==> src/hdl/qost_pkg.sv <==
// Shared constants and helpers for the quad overlap test core.
package qost_pkg;

    localparam int COORD_BITS_DEFAULT = 16;
    localparam int HALF_BITS          = 16;
    localparam int WORD_BITS          = 32;
    localparam int CORNERS_PER_QUAD   = 4;
    localparam int NUM_PTS            = 8;
    localparam int NUM_AXES           = 8;
    // accept edge to the edge that takes the result
    localparam int PIPE_LATENCY       = 6;

    // coordinate width actually used: capped at one packed half
    function automatic int coord_width(input int coord_bits);
        return (coord_bits < HALF_BITS) ? coord_bits : HALF_BITS;
    endfunction

endpackage

==> src/hdl/qost_decide.sv <==
// Interval gap check over all axes and result register.
module qost_decide
    import qost_pkg::*;
#(
    parameter int COORD_BITS = COORD_BITS_DEFAULT,
    localparam int CW = coord_width(COORD_BITS),
    localparam int DW = 2 * CW + 2
)
(
    input  logic                 clk,
    input  logic                 rst_n,
    input  logic                 iv_valid,
    input  logic signed [DW-1:0] lo_a [NUM_AXES],
    input  logic signed [DW-1:0] hi_a [NUM_AXES],
    input  logic signed [DW-1:0] lo_b [NUM_AXES],
    input  logic signed [DW-1:0] hi_b [NUM_AXES],
    output logic                 done,
    output logic                 overlap
);

    logic apart;
    logic overlap_reg;
    logic done_reg;

    // strict gap on any axis separates; touching does not
    always_comb
    begin
        apart = 1'b0;
        for (int k = 0; k < NUM_AXES; k++)
        begin
            if ((hi_a[k] < lo_b[k]) || (hi_b[k] < lo_a[k]))
            begin
                apart = 1'b1;
            end
        end
    end

    always_ff @(posedge clk)
    begin
        if (iv_valid)
        begin
            overlap_reg <= !apart;
        end
    end

    always_ff @(posedge clk or negedge rst_n)
    begin
        if (!rst_n)
        begin
            done_reg <= 1'b0;
        end
        else
        begin
            done_reg <= iv_valid;
        end
    end

    assign done    = done_reg;
    assign overlap = overlap_reg;

endmodule

==> config.mk <==
export PLATFORM = sky130hd
export DESIGN_NAME = qost_decide
export DESIGN_NICKNAME = d
export VERILOG_FILES = /design/src/hdl/qost_pkg.sv /design/src/hdl/qost_decide.sv
export SDC_FILE = /design/constraint.sdc
export NUM_CORES = 1
export LEC_CHECK = 0
export BUFFER_PORTS_ARGS = -buffer_cell sky130_fd_sc_hd__clkbuf_2
export CORE_AREA = 8 8 424 426
export DETAILED_ROUTE_END_ITERATION = 7
export DIE_AREA = 0 0 432 434
export SYNTH_ARGS = -nofsm -noshare
export SYNTH_HDL_FRONTEND = slang
export SYNTH_SLANG_ARGS = --single-unit
==> constraint.sdc <==
create_clock -name clk -period 0.8 [get_ports clk]
set_clock_uncertainty 0.05 [all_clocks]
set_input_delay 0.08 -clock clk [delete_from_list [all_inputs] [get_ports clk]]
set_output_delay 0.08 -clock clk [all_outputs]
set_load 0.05 [all_outputs]
==> results.py <==
metrics = {
    "run_status": {
        "status": "finished with violations",
        "violations": "negative setup slack",
    },
    "place": {
        "place_congestion": 0.975,
        "dp_hpwl_mm": 164,
        "portBuffers": 1092,
    },
    "routing": {
        "drt_iter0_drc": 1603,
        "top_layer_used": "met5",
        "drc": 0,
        "met3WireLength_mm": 16.6,
        "finalWirelength_mm": 168,
        "dr_total_vias": 19800,
        "ant_nets": 0,
        "first_pass_iters": 5,
        "wl_met1_mm": 60.5,
        "wl_per_cell_um": 30.7,
        "wl_met2_mm": 84.9,
        "viasPerCell": 3.62,
    },
    "clock_tree": {
        "cts_root_buf": "clkbuf_16",
        "cts.sinks": 2,
        "cts_buffer_depth": 2,
        "cts_made_buffers": 3,
        "htreeDepth": 1,
        "clkTransAtPathRegs_ps": 30,
        "cts_tree": "built",
    },
    "worst_hold_path": {
        "hp-class": "in2reg",
        "holdPathStages": 1,
    },
    "synthesis": {
        "synthFlopType": "edfxtp_1",
        "synth_compound_area_share_pct": 21.1,
        "async_reset_ff_share_pct": 50.0,
        "netlist_area_mm2": 0.0132,
        "synthSimpleGateAreaFrac_pct": 12.9,
        "synth_warnings": 0,
        "synth_top_family_by_area": "adder cells",
        "synth_edf_count": 1,
        "synth.area.mux_share_pct": 0.161,
        "syn_area_per_cell_um2": 7.15,
        "ys_ff_latch": 2,
        "netlist_instances": 1853,
        "syn_nets": 3472,
        "synth_seq_area_share_pct": 0.416,
        "synth_xor_area_share_pct": 0.198,
        "synthAdderAreaFrac_pct": 49.9,
        "yosysUniqueCellTypes": 60,
    },
    "worst_setup_path": {
        "worstPathRequired_ps": 730,
        "cp-end-kind": "register",
        "crit_type": "in2reg",
        "crit_arrival_ps": 2840,
        "start_kind": "input pin",
        "path_max_fanout": 2,
    },
    "pwr": {
        "leakagePower_uw": 0.0140,
        "powerDensity_mw_per_mm2": 546,
        "power.total_uw": 12700,
        "vdd_drop_max_mv": 0.415,
    },
    "floorplan": {
        "die_w_um": 432,
        "core_mm2": 0.173,
        "start_util_pct": 7.66,
        "io_pins": 1093,
        "die_h_um": 434,
        "dieArea_mm2": 0.187,
        "rows": 153,
    },
    "timing": {
        "setup_viol": 3,
        "fin_crit_sh_pct": 363,
        "fmax_ghz": 0.345,
        "worst_pin_slew_ps": 1260,
        "setup_slack_ps": -2100,
        "relSlewSlack_pct": 16.2,
        "finalHoldViolations": 0,
        "whs_ps": 36.4,
        "rsz0062_at_grt": "yes",
        "maxSlewViolCount": 0,
        "fin_crit_ps": 2900,
    },
    "global_route": {
        "grt_max_degree": 4,
        "grt_overflow_total": 0,
        "antenna_found_initial": 294,
        "grt_pass1_vias": 19300,
        "grt_first_pass_wirelength_mm": 204,
        "grt_use_total_pct": 16.8,
    },
    "finish": {
        "layout.nets": 4712,
        "area_delta_synth_final_pct": 74.9,
        "drive_gt1_share_pct": 41.1,
    },
    "run": {
        "maxCapViolCount": 0,
    },
}
==> through the flow <==
step / instance area, um^2 / worst slack [ps] / TNS, ps / cells / util, %
6_report: 23200 / -2100 / -2520 / 5476 / 13.4
5_1_grt: 23100 / -2240 / -2710 / 5444 / 13.4
4_1_cts: 23000 / -2250 / -2750 / 5417 / 13.3
3_5_place_dp: 22900 / -2770 / -2840 / 5413 / 13.2
3_3_place_gp: 22900 / -2840 / -2910 / 5413 / 13.2
2_1_floorplan: 13400 / -1270 / -1270 / 1853 / -
==> power by group <==
group | internal (uW) | total [uW] | switching (uW) | leakage [uW]
sequential | 115 | 124 | 9.20 | 0.0000201
clock | 660 | 820 | 160 | 0.0000385
combinational | 5520 | 11700 | 6190 | 0.0139
==> metal layers <==
metal | vias to the layer above | global-route usage, %
met4 | 94 | 4.48
met5 | - | 0
li1 | 8991 | -
met1 | 8950 | 18.4
met2 | 1304 | 30.6
met3 | 459 | 6.14
==> layout make-up <==
cell class | count | area, um^2
timing repair buffer | 1235 | 6610
antenna | 59 | 148
fill | 20200 | 150000
tap | 2325 | 2910
clock buffer | 4 | 78.8
inverter | 543 | 2060
multi-input combinational | 1308 | 11300
sequential | 2 | 56.3
==> worst max-delay path: stages <==
cell and delay, ps:
clkbuf_2 130, inv_1 70, ha_1 300, nand2_1 60
o21ai_1 180, nand4_1 290, a2111oi_0 550, buf_4 190
o31ai_1 80, buf_4 150, o211ai_1 90, xor2_1 270
a31oi_1 70, buf_4 170, and4_1 160
==> path summary, 6_finish.rpt <==
kind                            from      end
min in group asynchronous      rst_n     done
min                         iv_valid     done
max in group asynchronous      rst_n     done
max                        lo_a[240]  overlap
==> cell families (layout without fill, tap and decap cells) <==
kind of cell,count (synthesis),count (layout)
compound gates,440,440
other cells,0,59
buf+inv,543,1782
xor+xnor,3,3
fa+ha+maj,528,528
simple gates,335,335
mux,2,2
flops,2,2
==> cells in the mapped netlist, drive strengths merged (8+ instances only) <==
library cell    n  share of area [%]
and4           11               0.73
a211oi         33                1.9
a31oi          11               0.52
inv           542                 15
nand3          33                1.2
nor3           14               0.53
o211ai          8               0.45
o21ai          71                2.7
a2111oi        15                1.2
a221oi         10               0.71
nor2           60                1.7
ha            528                 50
o21a            8               0.45
nand2b         17               0.80
a21oi         174                6.6
a21o           76                4.3
nand2          90                2.6
nand4          84                4.0
==> what timing repair did <==
| item | CTS | global route |
|---|---|---|
| hold buffers | 1 | 0 |
| setup buffers | 0 | 0 |
| endpoints found under the hold margin | 1 | 0 |
| endpoints found under the setup margin | 3 | 3 |
| pin swaps | 2 | 2 |
| gates resized for setup | 8 | 4 |
==> placed cells by master (no fill, tap or decap), types with 3 or more instances in the layout <==
cell type / instances
ha_1: 521
nor4_1: 6
nand2_1: 89
and4_1: 11
nor2b_1: 7
nor3_1: 13
a21o_1: 74
a21oi_1: 173
buf_4: 140
buf_12: 4
o31ai_1: 7
o41ai_1: 3
nand4_1: 84
clkbuf_16: 3
nand3_1: 33
a221oi_1: 9
ha_4: 7
a2111oi_0: 11
o21a_1: 8
o211ai_1: 8
inv_1: 536
o21ai_1: 26
a211oi_1: 32
nor2_1: 60
clkbuf_2: 1089
and3_1: 3
o21ai_2: 3
diode_2: 59
nand2b_1: 17
o21ai_0: 42
a31oi_1: 11
o22ai_1: 3
No activity file was read; power rests on OpenSTA's default activity.
