## src/hdl/qost_pkg.sv

```systemverilog
// Shared constants and helpers for the quad overlap test core.
package qost_pkg;

    localparam int COORD_BITS_DEFAULT = 16;
    localparam int HALF_BITS          = 16;
    localparam int WORD_BITS          = 32;
    localparam int CORNERS_PER_QUAD   = 4;
    localparam int NUM_PTS            = 8;
    localparam int NUM_AXES           = 8;
    // accept edge to the edge that takes the result
    localparam int PIPE_LATENCY       = 6;

    // coordinate width actually used: capped at one packed half
    function automatic int coord_width(input int coord_bits);
        return (coord_bits < HALF_BITS) ? coord_bits : HALF_BITS;
    endfunction

endpackage

```

## src/hdl/qost_edge.sv

```systemverilog
// Corner unpack and edge-normal axis generation, one register stage.
module qost_edge
    import qost_pkg::*;
#(
    parameter int COORD_BITS = COORD_BITS_DEFAULT,
    localparam int CW = coord_width(COORD_BITS),
    localparam int EW = CW + 1
)
(
    input  logic                 clk,
    input  logic                 rst_n,
    input  logic                 in_valid,
    input  logic [WORD_BITS-1:0] corner [NUM_PTS],
    output logic                 pt_valid,
    output logic signed [CW-1:0] px [NUM_PTS],
    output logic signed [CW-1:0] py [NUM_PTS],
    output logic signed [EW-1:0] ax [NUM_AXES],
    output logic signed [EW-1:0] ay [NUM_AXES]
);

    logic signed [CW-1:0] px_next [NUM_PTS];
    logic signed [CW-1:0] py_next [NUM_PTS];
    logic signed [EW-1:0] ax_next [NUM_AXES];
    logic signed [EW-1:0] ay_next [NUM_AXES];
    logic signed [CW-1:0] px_reg  [NUM_PTS];
    logic signed [CW-1:0] py_reg  [NUM_PTS];
    logic signed [EW-1:0] ax_reg  [NUM_AXES];
    logic signed [EW-1:0] ay_reg  [NUM_AXES];
    logic                 valid_reg;

    // low CW bits of each half, sign taken from bit CW-1
    always_comb
    begin
        for (int c = 0; c < NUM_PTS; c++)
        begin
            px_next[c] = corner[c][CW-1:0];
            py_next[c] = corner[c][HALF_BITS+CW-1:HALF_BITS];
        end
    end

    // axis k: normal (-ey, ex) of edge k%4 of quad k/4
    for (genvar k = 0; k < NUM_AXES; k++)
    begin : g_axis
        localparam int BASE = (k / CORNERS_PER_QUAD) * CORNERS_PER_QUAD;
        localparam int IDX0 = BASE + (k % CORNERS_PER_QUAD);
        localparam int IDX1 = BASE + ((k + 1) % CORNERS_PER_QUAD);
        logic signed [EW-1:0] ex;
        logic signed [EW-1:0] ey;
        assign ex = EW'(px_next[IDX1]) - EW'(px_next[IDX0]);
        assign ey = EW'(py_next[IDX1]) - EW'(py_next[IDX0]);
        assign ax_next[k] = -ey;
        assign ay_next[k] = ex;
    end

    always_ff @(posedge clk)
    begin
        px_reg <= px_next;
        py_reg <= py_next;
        ax_reg <= ax_next;
        ay_reg <= ay_next;
    end

    always_ff @(posedge clk or negedge rst_n)
    begin
        if (!rst_n)
        begin
            valid_reg <= 1'b0;
        end
        else
        begin
            valid_reg <= in_valid;
        end
    end

    assign pt_valid = valid_reg;
    assign px       = px_reg;
    assign py       = py_reg;
    assign ax       = ax_reg;
    assign ay       = ay_reg;

endmodule

```

## config.mk

```make
export PLATFORM = sky130hd
export DESIGN_NAME = qost_edge
export DESIGN_NICKNAME = d
export VERILOG_FILES = /design/src/hdl/qost_pkg.sv /design/src/hdl/qost_edge.sv
export SDC_FILE = /design/constraint.sdc
export NUM_CORES = 1
export LEC_CHECK = 0
export BUFFER_PORTS_ARGS = -buffer_cell sky130_fd_sc_hd__buf_2
export CELL_PAD_IN_SITES_DETAIL_PLACEMENT = 2
export CELL_PAD_IN_SITES_GLOBAL_PLACEMENT = 2
export CORE_AREA = 2 2 304 306
export DETAILED_ROUTE_END_ITERATION = 12
export DIE_AREA = 0 0 306 308
export GPL_TIMING_DRIVEN = 0
export PLACE_DENSITY_LB_ADDON = 0.1
export SETUP_SLACK_MARGIN = 0.15
export SYNTH_ARGS = -nofsm -noshare
export SYNTH_HDL_FRONTEND = slang
export SYNTH_SLANG_ARGS = --single-unit
```

## constraint.sdc

```tcl
create_clock -name clk -period 0.8 [get_ports clk]
set_input_delay 0.08 -clock clk [delete_from_list [all_inputs] [get_ports clk]]
set_output_delay 0.08 -clock clk [all_outputs]
set_load 0.005 [all_outputs]
```

==> run_results.csv, run 1 <==
group,metric,value,unit
clock_tree,cts_inserted_buffers,67,
sta,fmax,0.604,GHz
pwr,p_leak,19.3,nW
pwr,p_per_area,2220,mW/mm²
worst_setup_path,critPathKind,"in -> reg",
clock_tree,h-tree-depth,3,
yosys,ys_seq_area_share,46.8,%
placement,gp_congestion,0.856,
yosys,syn-num-nets,2821,
layout,multiInputGateArea,0.0143,mm²
worst_setup_path,cpPeakStageDelay,670,ps
pwr,cellInternalPower,0.0657,W
route,avgViaCountPerCell,4.51,
clock_tree,clk_pin_slew,60,ps
global_routing,antenna_found_initial,5,
yosys,netlist_instances,2290,
global_routing,grtUsageTotal,21.3,%
layout,syn2layout_area_growth,84.5,%
clock_tree,cts_sinks,529,
clock_tree,clk_path_buf_depth,3,
yosys,yosysWarnings,0,
pwr,clkPwrFrac,36.1,%
yosys,ys.flop_type,"dfxtp_1",
sta,period_share,207,%
worst_setup_path,cpMaxStageDelayCell,"dlygate4sd3_1",
run,max-cap-violations,0,
clock_tree,cts_tree,"built",
route,firstDrtPassIters,4,
sta,worst_pin_slew,453,ps
floorplan,initial_core_util,24.9,%
floorplan,core-area,0.0910,mm²
yosys,synthDistinctLibCells,67,
sta,hold_violations,233,
hold_path,hold_class,"in -> reg",
pwr,power_switching,0.0271,W
layout,nFillCells,9288,
global_routing,grt_max_degree,14,
sta,setup_viol,740,
run_status,outcome,"finished with violations",
floorplan,boundaryPins,788,
yosys,synth_seq_cells,529,
floorplan,dieArea,0.0942,mm²
yosys,synth_edf_count,0,
worst_setup_path,arrival,2170,ps
layout,seq_area,0.0110,mm²
pwr,seq_power_share,34.4,%
floorplan,rows,111,
layout,fin_nets,4165,
placement,port_buffers,787,
route,num_vias,22000,
route,drtAntennaViolNets,0,
run_status,violations,"hold timing, setup timing",
placement,place_ws,-1690,ps
floorplan,fp.dieH,308,µm
sta,rsz0062_at_grt,"true",
yosys,async_flop_share,0.189,%
worst_setup_path,cp_top_family,"buffers and inverters",
worst_setup_path,worstPathRequired,1310,ps
yosys,syn_area_per_cell,9.89,µm²
worst_setup_path,critPathCaptureType,"flop",
floorplan,die_w,306,µm
sta,fin_tns_setup,-270040,ps
sta,setup_slack,-857,ps
clock_tree,cts-root-buf,"clkbuf_16",
pwr,swShare,29.2,%
sta,timing.final.crit_period,1660,ps
worst_setup_path,cp_max_fo,6,
global_routing,grt_pass1_vias,24200,
route,post_drt_wl_per_cell,22.9,µm
route,routed_wl,112000,µm
sta,max_slew_margin,69.7,%
placement,hpwl,77500,µm
pwr,peakVddDrop,0.00151,V
global_routing,grt_pass1_wl,152000,µm
global_routing,grt_overflow,0,
layout,drive_above_1_share,55.2,%
pwr,power_frac_comb,29.5,%
route,drt_iter0_markers,524,
worst_setup_path,worst-path-buf-inv,3,
worst_setup_path,crit_chain,"buf_2 -> dlygate4sd3_1 -> inv_1 -> ha_4 -> nand3_1 -> or3_1 -> o211ai_1 -> a21oi_1 -> xnor2_1",
yosys,syn_area,0.0226,mm²
worst_setup_path,cp-start-kind,"input port",
sta,slew_violations,0,
route,drc,0,
sta,whs,-422,ps
==> cell usage in the layout, fill, tap and decap left out, types with 26 or more instances in the layout <==
cell	n
a21o_1	48
a21oi_1	88
a21oi_2	55
buf_12	33
buf_2	455
buf_4	205
buf_6	370
clkbuf_16	71
dfxtp_1	238
dfxtp_2	285
dlygate4sd3_1	184
ha_1	127
ha_4	117
inv_1	273
inv_2	26
nand2_1	71
nand2b_1	27
nor2_1	113
o21a_1	54
o21ai_0	42
o21ai_2	47
xnor2_1	103
xor2_1	54
==> per-layer routing <==
layer	part of all wire (%)	track usage [%]	up-vias	wire (µm)
met3	5.4	5.01	149	6030
met5	0.011	0	-	12
met1	37	23.1	10800	41500
met4	3.2	6.44	2	3580
met2	54	40.6	588	60400
li1	-	-	10400	-
==> cells by family after synthesis <==
| family | after synthesis | share of synthesized area, % |
|---|---|---|
| mux | 2 | 0.0939 |
| compound gates | 532 | 15.3 |
| buf+inv | 347 | 5.75 |
| xor+xnor | 189 | 7.31 |
| flops | 529 | 46.8 |
| fa+ha+maj | 272 | 15.6 |
| simple gates | 419 | 9.18 |
==> what timing repair did <==
item,4_1_cts,5_1_grt
endpoints found under the hold margin,510,331
pin swaps,277,209
endpoints found under the setup margin,745,755
resized for setup,783,596
setup buffers,194,93
hold buffers,132,90
==> per-stage QoR <==
stage                     cell area [µm²]  power, W  hold slack [ps]  utilization (%)  instances
after detailed placement            29900    0.0501             -143             32.9       4263
after global placement              29900    0.0496             -145             32.9       4263
after global routing                41800    0.0973             -453             45.9       4872
final                               41800    0.0928             -422             45.9       4876
after CTS                           38000    0.0896             -473             41.8       4708
after floorplan                     24500    0.0408             -216                -       2290
==> worst paths after layout <==
check	from	end	slack (ps)	cells past startpoint
max	corner[173]	ay[100]$_DFF_P_	-860	9
min	corner[196]	px[100]$_DFF_P_	-420	1
max in group asynchronous	rst_n	pt_valid$_DFF_PN0_	400	3
min in group asynchronous	rst_n	pt_valid$_DFF_PN0_	300	3
==> synthesized netlist by cell type, types with 12 or more instances <==
library cell    n  area share (%)
xor2_1         62             2.4
nor2_1        135             2.2
ha_1          256              14
o21a_1         56             1.9
fa_1           16             1.4
nor3_1         28            0.62
a21o_1         53             1.8
nand2_1        76             1.3
and3_1         15            0.41
o21bai_1       23            0.76
o21ai_0       101             2.2
nand3_1        23            0.51
nor2b_1        47             1.3
or3_1          12            0.33
inv_1         344             5.7
a21oi_1       157             3.5
o31a_1         14            0.54
nand2b_1       32            0.88
o21ai_1        17            0.38
a31oi_1        14            0.39
nand4_1        18            0.50
dfxtp_1       528              47
xnor2_1       127             4.9
==> final cells by class <==
cell class              count  area share, %
multi-input cells        1414           34.2
flip-flops and latches    529           26.3
diodes                      6         0.0359
clock inverters            28           1.12
clock buffers              91           4.60
inverters                 344           4.17
repair buffers           1275           25.9
well taps                1186           3.55
plain buffers               3         0.0779
==> power groups by stage <==
stage	Clock (W)	Sequential (W)	Combinational, W
final	0.0335	0.0319	0.0274
after CTS	0.0343	0.0315	0.0238
after detailed placement	0	0.0314	0.0186
after floorplan	0	0.0318	0.00891
after global placement	0	0.0313	0.0183
after global routing	0.0356	0.0322	0.0294
Power figures use the tool's default switching activity.
==> run 2: changes to the inputs <==
- RECOVER_POWER: not set -> 50
==> run 2 against run 1 <==
- the flow still finishes with violations (hold timing, setup timing)
- sequential share of layout area hardly changed
- core utilization down 0.083 points
- maximum frequency about the same
- clock power hardly changed
- critical path depth is the same
- largest cell class unchanged
- clock-buffer cell count stayed put
- sequential power hardly changed
- non-clock buffer count did not move
- final cell count unchanged
- via count barely moved
- sequential cell count unchanged
==> run_results.csv, run 2 (synthesis gave the netlist of run 1 again) <==
group,metric,value,unit
floorplan,core-area,0.0910,mm²
clock_tree,h-tree-depth,3,
global_routing,grt_pass1_wl,152000,µm
route,post_drt_wl_per_cell,22.9,µm
clock_tree,cts_tree,"built",
sta,timing.final.crit_period,1660,ps
floorplan,initial_core_util,24.9,%
worst_setup_path,cp_max_fo,6,
floorplan,fp.dieH,308,µm
sta,whs,-420,ps
sta,setup_viol,743,
route,drt_iter0_markers,523,
worst_setup_path,cp_top_family,"buffers and inverters",
floorplan,dieArea,0.0942,mm²
worst_setup_path,cpMaxStageDelayCell,"dlygate4sd3_1",
hold_path,hold_class,"in -> reg",
worst_setup_path,critPathKind,"in -> reg",
placement,placedInstanceArea,0.0299,mm²
layout,final_core_util,45.9,%
sta,max_slew_margin,69.7,%
sta,rsz0062_at_grt,"true",
global_routing,antenna_found_initial,5,
pwr,cellInternalPower,0.0656,W
sta,worst_pin_slew,453,ps
pwr,p_leak,19.2,nW
route,routed_wl,111000,µm
hold_path,holdPathStages,1,
layout,syn2layout_area_growth,84.2,%
global_routing,grtUsageTotal,21.3,%
layout,final_cell_mix,"455 x buf_2, 363 x buf_6, 285 x dfxtp_2, 273 x inv_1, 238 x dfxtp_1",
worst_setup_path,cp-start-kind,"input port",
pwr,seq_power_share,34.4,%
sta,setup_slack,-858,ps
run,max-cap-violations,0,
worst_setup_path,critPathCaptureType,"flop",
placement,dp_cells,4263,
sta,fmax,0.603,GHz
hold_path,min_from,"corner[48]",
clock_tree,cts_inserted_buffers,67,
clock_tree,cts-root-buf,"clkbuf_16",
route,avgViaCountPerCell,4.51,
pwr,power_switching,0.0271,W
run_status,violations,"hold timing, setup timing",
hold_path,hold_end,"py[16]$_DFF_P_",
pwr,swShare,29.2,%
layout,final_common_cell,"buf_2",
pwr,clkPwrFrac,36.1,%
layout,fin_nets,4165,
layout,final_cells,4876,
worst_setup_path,worst-path-buf-inv,3,
worst_setup_path,worstPathRequired,1310,ps
worst_setup_path,crit_chain,"buf_2 -> dlygate4sd3_1 -> inv_1 -> ha_4 -> nand3_1 -> or3_1 -> o211ai_1 -> a21oi_1 -> xnor2_1",
pwr,power_frac_comb,29.5,%
route,drtAntennaViolNets,0,
placement,hpwl,77500,µm
sta,fin_tns_setup,-275750,ps
clock_tree,clk_pin_slew,60,ps
clock_tree,clk_path_buf_depth,3,
route,num_vias,22000,
global_routing,grt_max_degree,14,
pwr,p_per_area,2220,mW/mm²
placement,gp_congestion,0.856,
sta,hold_violations,230,
layout,drive_above_1_share,54.9,%
floorplan,rows,111,
worst_setup_path,cpPeakStageDelay,670,ps
layout,stdcell_area,0.0417,mm²
sta,slew_violations,0,
placement,port_buffers,787,
clock_tree,cts_sinks,529,
global_routing,grt_overflow,0,
pwr,peakVddDrop,0.00151,V
worst_setup_path,arrival,2170,ps
route,firstDrtPassIters,4,
global_routing,grt_pass1_vias,24200,
run_status,outcome,"finished with violations",
sta,period_share,207,%
route,drc,0,
floorplan,boundaryPins,788,
floorplan,die_w,306,µm
[run 2: cell types whose count changed in the layout (fill, tap and decap cells not counted)]
cell and delta:
buf_8 -2, buf_6 -7, clkbuf_1 +9
[run 2: cell type report]
type                            instances  area (µm²)
Clock buffer                           91        1920
Fill cell                            9299       49300
Timing Repair Buffer                 1275       10800
Tap cell                             1186        1480
Multi-Input combinational cell       1414       14300
Inverter                              344        1740
Sequential cell                       529       11000
Clock inverter                         28         469
Antenna cell                            6        15.0
Buffer                                  3        32.5
[run 2: metal layers]
layer / GRT usage (%) / wire [µm]
met1: 23.1 / 41400
met2: 40.6 / 60400
met3: 5.01 / 6030
met4: 6.44 / 3570
met5: 0 / 12
[run 2: through the flow]
step,power (W),worst slack [ps]
CTS,0.0896,-826
detailed placement,0.0501,-1690
floorplan,0.0408,-1110
global placement,0.0496,-1660
finish,0.0927,-858
global route,0.0972,-948
[run 2: repair_timing]
| action | 4_1_cts | 5_1_grt |
|---|---|---|
| buffers inserted | 194 | 93 |
| hold buffers | 132 | 90 |
| pin swaps | 277 | 209 |
| endpoints found under the setup margin | 745 | 755 |
| hold endpoints to repair | 510 | 331 |
| gates resized for setup | 783 | 596 |
[run 2: worst max-delay path by stage]
stage | start | endpoint | slack, ps | cells after the start
floorplan | corner[32] | ay[46]$_DFF_P_ | -1110 | 11
global placement | corner[145] | ax[82]$_DFF_P_ | -1660 | 11
detailed placement | corner[145] | ax[83]$_DFF_P_ | -1690 | 10
CTS | corner[32] | ay[46]$_DFF_P_ | -830 | 12
global route | corner[26] | ax[14]$_DFF_P_ | -950 | 10
finish | corner[173] | ay[100]$_DFF_P_ | -860 | 9
[run 2: power groups by stage]
stage	logic (W)	registers, W	clock network [W]
3_5_place_dp	0.0186	0.0314	0
4_1_cts	0.0238	0.0315	0.0343
2_1_floorplan	0.00891	0.0318	0
3_3_place_gp	0.0183	0.0313	0
6_report	0.0273	0.0319	0.0335
5_1_grt	0.0294	0.0322	0.0356
